File: config.mk
export PLATFORM = sky130hd
export DESIGN_NAME = stable_priority_queue_top
export DESIGN_NICKNAME = d
export VERILOG_FILES = /design/src/rtl/spq_pkg.sv /design/src/rtl/spq_cell.sv /design/src/rtl/stable_priority_queue_top.sv
export SDC_FILE = /design/constraint.sdc
export NUM_CORES = 1
export LEC_CHECK = 0
export ABC_AREA = 1
export BUFFER_PORTS_ARGS = -buffer_cell sky130_fd_sc_hd__buf_2
export CAP_MARGIN = 10
export CORE_MARGIN = 2
export CORE_UTILIZATION = 55
export CTS_BUF_LIST = sky130_fd_sc_hd__clkbuf_8 sky130_fd_sc_hd__clkbuf_16
export DETAILED_ROUTE_END_ITERATION = 8
export PLACE_DENSITY_LB_ADDON = 0.2
export SLEW_MARGIN = 20
export SYNTH_ARGS = -nofsm -noshare
export SYNTH_HDL_FRONTEND = slang
export SYNTH_HIERARCHICAL = 1
export SYNTH_SLANG_ARGS = --single-unit
export TNS_END_PERCENT = 30
File: constraint.sdc
create_clock -name clk -period 3.9 [get_ports clk]
set_input_delay 0.78 -clock clk [delete_from_list [all_inputs] [get_ports clk]]
set_output_delay 0.78 -clock clk [all_outputs]
set_load 0.1 [all_outputs]
File: src/rtl/spq_pkg.sv
// ----------------------------------------------------------------------------
// spq_pkg: shared types and constants for the stable priority queue
// Sizes, entry word layout, operation and status codes.
// ----------------------------------------------------------------------------
package spq_pkg;

  localparam int DEPTH      = 16;
  localparam int PRI_WIDTH  = 8;
  localparam int DATA_WIDTH = 16;
  localparam int CNT_WIDTH  = $clog2(DEPTH + 1);

  typedef enum logic {
    OP_INSERT = 1'b0,
    OP_REMOVE = 1'b1
  } op_t;

  typedef enum logic [1:0] {
    ST_DONE  = 2'd0,
    ST_FULL  = 2'd1,
    ST_EMPTY = 2'd2
  } status_t;

  typedef struct packed {
    logic [PRI_WIDTH-1:0]  pri;
    logic [DATA_WIDTH-1:0] data;
  } entry_t;

  // Broadcast to every cell of the row in the cycle a word is taken
  typedef struct packed {
    logic   ins;
    logic   rem;
    entry_t word;
  } cmd_t;

endpackage

File: src/rtl/spq_cell.sv
// ----------------------------------------------------------------------------
// spq_cell: one slot of the sorted row
// Holds one entry; on insert keeps, takes the new word or takes the left
// neighbour's entry; on remove takes the right neighbour's entry.
// ----------------------------------------------------------------------------
module spq_cell (
  input  logic           clk,
  input  logic           occupied,
  input  spq_pkg::cmd_t  cmd,
  input  logic           left_ge,
  input  spq_pkg::entry_t left_entry,
  input  spq_pkg::entry_t right_entry,
  output logic           ge,
  output spq_pkg::entry_t entry
);

  spq_pkg::entry_t entry_next;

  // Entry stays ahead of the new word: equal priorities keep arrival order
  assign ge = occupied && (entry.pri >= cmd.word.pri);

  always_comb begin
    entry_next = entry;
    priority if (cmd.ins) begin
      if (!ge) begin
        entry_next = left_ge ? cmd.word : left_entry;
      end
    end else if (cmd.rem) begin
      entry_next = right_entry;
    end else begin
      entry_next = entry;
    end
  end

  always_ff @(posedge clk) begin
    entry <= entry_next;
  end

endmodule

File: src/rtl/stable_priority_queue_top.sv
// ----------------------------------------------------------------------------
// stable_priority_queue_top: sorted-row priority queue
// The result strobe done is high the cycle after start.
// Throughput: one word per cycle, busy stays low; the row of cells compares
// and shifts in parallel.
// Reset: synchronous; clears the entry count and the strobe, queue is empty.
// The receiver cannot stall: each result is shown for exactly one cycle.
// ----------------------------------------------------------------------------
module stable_priority_queue_top (
  input  logic                           clk,
  input  logic                           rst,
  input  logic                           start,
  output logic                           busy,
  input  logic                           opcode,
  input  logic [spq_pkg::PRI_WIDTH-1:0]  priority_req,
  input  logic [spq_pkg::DATA_WIDTH-1:0] payload,
  output logic                           done,
  output logic [1:0]                     status,
  output logic                           item_valid,
  output logic [spq_pkg::PRI_WIDTH-1:0]  out_priority,
  output logic [spq_pkg::DATA_WIDTH-1:0] out_payload,
  output logic [spq_pkg::CNT_WIDTH-1:0]  fill_level
);

  logic                          accept;
  logic                          is_remove;
  logic                          full;
  logic                          empty;
  logic [spq_pkg::CNT_WIDTH-1:0] count;
  logic [spq_pkg::CNT_WIDTH-1:0] count_next;
  spq_pkg::cmd_t                 cmd;
  spq_pkg::entry_t               entries [spq_pkg::DEPTH];
  logic [spq_pkg::DEPTH-1:0]     ge;

  assign busy      = 1'b0;
  assign accept    = start && !busy;
  assign is_remove = (opcode == spq_pkg::OP_REMOVE);
  assign full      = (count == spq_pkg::CNT_WIDTH'(spq_pkg::DEPTH));
  assign empty     = (count == '0);

  always_comb begin
    cmd.ins       = accept && !is_remove && !full;
    cmd.rem       = accept && is_remove && !empty;
    cmd.word.pri  = priority_req;
    cmd.word.data = payload;
  end

  always_comb begin
    count_next = count;
    priority if (cmd.ins) begin
      count_next = count + 1'b1;
    end else if (cmd.rem) begin
      count_next = count - 1'b1;
    end else begin
      count_next = count;
    end
  end

  for (genvar i = 0; i < spq_pkg::DEPTH; i++) begin : g_cell
    logic            occ;
    logic            lge;
    spq_pkg::entry_t lent;
    spq_pkg::entry_t rent;

    assign occ = (spq_pkg::CNT_WIDTH'(i) < count);

    if (i == 0) begin : g_head
      // virtual entry ahead of the head always outranks the new word
      assign lge  = 1'b1;
      assign lent = cmd.word;
    end else begin : g_body
      assign lge  = ge[i-1];
      assign lent = entries[i-1];
    end

    if (i == spq_pkg::DEPTH - 1) begin : g_tail
      assign rent = entries[i];
    end else begin : g_inner
      assign rent = entries[i+1];
    end

    spq_cell u_cell (
      .clk        (clk),
      .occupied   (occ),
      .cmd        (cmd),
      .left_ge    (lge),
      .left_entry (lent),
      .right_entry(rent),
      .ge         (ge[i]),
      .entry      (entries[i])
    );
  end

  always_ff @(posedge clk) begin
    if (rst) begin
      count <= '0;
      done  <= 1'b0;
    end else begin
      count <= count_next;
      done  <= accept;
    end
  end

  // Result word; no reset needed on the payload
  always_ff @(posedge clk) begin
    if (accept) begin
      fill_level   <= count_next;
      item_valid   <= cmd.rem;
      out_priority <= cmd.rem ? entries[0].pri : '0;
      out_payload  <= cmd.rem ? entries[0].data : '0;
      if (!is_remove && full) begin
        status <= spq_pkg::ST_FULL;
      end else if (is_remove && empty) begin
        status <= spq_pkg::ST_EMPTY;
      end else begin
        status <= spq_pkg::ST_DONE;
      end
    end
  end

  a_fill_matches_count: assert property (@(posedge clk) disable iff (rst)
    done |-> fill_level == count)
    else $error("reported fill level differs from held count");

  a_valid_only_when_done: assert property (@(posedge clk) disable iff (rst)
    (done && item_valid) |-> status == spq_pkg::ST_DONE)
    else $error("removed entry flagged with failure status");

  a_empty_remove: assert property (@(posedge clk) disable iff (rst)
    (accept && is_remove && empty) |=> (done && !item_valid
                                        && status == spq_pkg::ST_EMPTY))
    else $error("remove from empty queue not reported");

  a_count_bound: assert property (@(posedge clk) disable iff (rst)
    count <= spq_pkg::CNT_WIDTH'(spq_pkg::DEPTH))
    else $error("entry count beyond depth");

  a_head_sorted: assert property (@(posedge clk) disable iff (rst)
    (count >= spq_pkg::CNT_WIDTH'(2)) |-> entries[0].pri >= entries[1].pri)
    else $error("head entries out of priority order");

endmodule

==> flow_summary.json <==
{
  "grt_start_max_net_pins": 94,
  "core_sq_mm": 0.0444,
  "vias_per_cell": 5.81,
  "placedCellCount": 3495,
  "die_h_microns": 217,
  "holdPathEnd": "count[1]$_SDFF_PP0_",
  "hold_viol": 0,
  "drt-pass1-iter-count": 6,
  "pre_cts_slack_ns": 0.534,
  "clkTransAtPathRegs_ns": 0.06,
  "holdBufCountCts": 0,
  "place_congestion": 0.876,
  "syn_area_sq_mm": 0.0249,
  "antenna_found_initial": 1,
  "clockBufferDepth": 3,
  "worst_pin_slew_ns": 0.719,
  "drive_above_1_share_pct": 7.53,
  "period_share_pct": 79.6,
  "dp_hpwl_mm": 45.8,
  "hold_ws_ns": 0.455,
  "total_power_mw": 14.6,
  "die-area_sq_mm": 0.0470,
  "max_freq_mhz": 322,
  "leakagePower_nw": 11.6,
  "fillers": 3949,
  "yosys_warnings": 6,
  "crit_fanout": 93,
  "cp-end-kind": "flop",
  "grt_pass1_vias": 21088,
  "r2r_start": "count[0]$_SDFF_PP0_",
  "hold_path_class": "in -> reg",
  "post-route-util_pct": 60.5,
  "htreeDepth": 2,
  "r2r_cells": 11,
  "criticalPathCategory": "reg -> reg",
  "fin_skew_ns": 0.0257,
  "clock_latency_ns": 0.60,
  "cts_buffers": 46,
  "ant_nets": 0,
  "grt_pass1_wl_mm": 106,
  "num_vias": 20805,
  "wire_per_inst_microns": 17.9,
  "rsz0062_at_grt": "no",
  "num_antenna_cells": 0,
  "layout.nets": 3111,
  "grt.overflow.total": 0,
  "postSynthCellCount": 2907,
  "ioPinCount": 62,
  "drt_wl_total_mm": 64.2,
  "arrival_ns": 3.53,
  "rr_endpoint": "g_cell[2].u_cell/entry[0]$_DFFE_PP_",
  "r2r_slack_ns": 0.79,
  "postCtsSetupRepairBufs": 0,
  "clock_tree.root_cell": "clkbuf_16",
  "grt_usage_pct": 27.6,
  "setup_violations": 0,
  "cellPowerDensity_mw_per_mm2": 545,
  "period_minus_slack_ns": 3.11,
  "place.port_buffers": 60,
  "multiInputGateArea_sq_mm": 0.0102,
  "hold_path_depth": 2,
  "instances_no_fill": 3579,
  "die-width_microns": 217,
  "syn2layout_area_growth_pct": 7.95,
  "cts_tree": "yes",
  "placement_rows": 77,
  "max_cap_viol_count": 0,
  "ir_worst_vdd_uv": 296,
  "cts_resized": 0,
  "start_kind": "flop",
  "place_area_sq_mm": 0.0255,
  "drc": 0,
  "finalInstanceArea_sq_mm": 0.0269,
  "hold_path_startpoint": "rst",
  "clock-sinks": 422,
  "tns_ns": 0,
  "drtIter0Drc": 2080,
  "syn_avg_cell_area_sq_um": 8.56,
  "initial_core_util_pct": 56.0,
  "seq_area_sq_mm": 0.0126,
  "status": "finished, final reports clean",
  "crit_required_ns": 4.32,
  "worst_slack_ns": 0.794,
  "slew_violations": 0,
  "slew_headroom_pct": 52.0
}
==> per-layer routing <==
layer | track usage (%) | share of wire (%) | vias to the layer above
li1 | - | - | 9912
met1 | 38.5 | 44 | 10044
met2 | 46.0 | 48 | 748
met3 | 3.10 | 6.2 | 99
met4 | 7.51 | 1.9 | 2
met5 | 0 | 0.020 | -
==> how the worst max path moves through the flow <==
| stage | from | end | slack (ns) | cells past startpoint |
|---|---|---|---|---|
| final | count[0]$_SDFF_PP0_ | g_cell[2].u_cell/entry[0]$_DFFE_PP_ | 0.79 | 11 |
| after global placement | priority_req[3] | g_cell[2].u_cell/entry[17]$_DFFE_PP_ | 0.63 | 14 |
| after CTS | count[0]$_SDFF_PP0_ | g_cell[0].u_cell/entry[0]$_DFFE_PP_ | 0.81 | 11 |
| after global routing | count[0]$_SDFF_PP0_ | g_cell[1].u_cell/entry[0]$_DFFE_PP_ | 0.55 | 11 |
| after floorplan | count[1]$_SDFF_PP0_ | g_cell[0].u_cell/entry[0]$_DFFE_PP_ | 0.22 | 12 |
| after detailed placement | priority_req[3] | g_cell[9].u_cell/entry[9]$_DFFE_PP_ | 0.53 | 14 |
==> worst max-delay path: stages, from the launching register on <==
cell and delay, ns:
dfxtp_1 0.54, inv_1 0.19, ha_1 0.28, nand2_1 0.08
inv_1 0.05, nand2_2 0.09, nand2_4 0.09, clkinvlp_4 0.20
buf_12 0.35, buf_4 0.58, o21ai_0 0.18, o21ai_0 0.23
==> layout make-up <==
| cell class | instances | share of cell area, % |
|---|---|---|
| Clock inverter | 37 | 0.834 |
| Clock buffer | 47 | 4.38 |
| Timing Repair Buffer | 125 | 3.21 |
| Tap cell | 592 | 2.76 |
| Inverter | 264 | 3.70 |
| Sequential cell | 422 | 47.0 |
| Multi-Input combinational cell | 2092 | 38.1 |
==> power by group <==
group	total [mW]	switching, mW	internal, mW
sequential	6.77	0.547	6.22
clock	4.14	1.83	2.31
combinational	3.72	2.64	1.08
total	14.6	5.02	9.61
==> flip-flops by register name (all words and copies together) (netlist names) <==
signal and cells:
count 5, done 1, fill_level 5, g_cell.u_cell/entry 384
item_valid 1, out_payload 16, out_priority 8, status 2
==> placed cells by master (no fill, tap or decap), types with 47 or more instances in the layout <==
master     instances
ha_1             132
buf_2             60
buf_4             59
nand2_1          608
nor2_1           465
o21ai_0          277
clkbuf_16         47
edfxtp_1         416
inv_1            238
o21ai_1          496
Note: power is estimated with default switching activity, not from simulation.
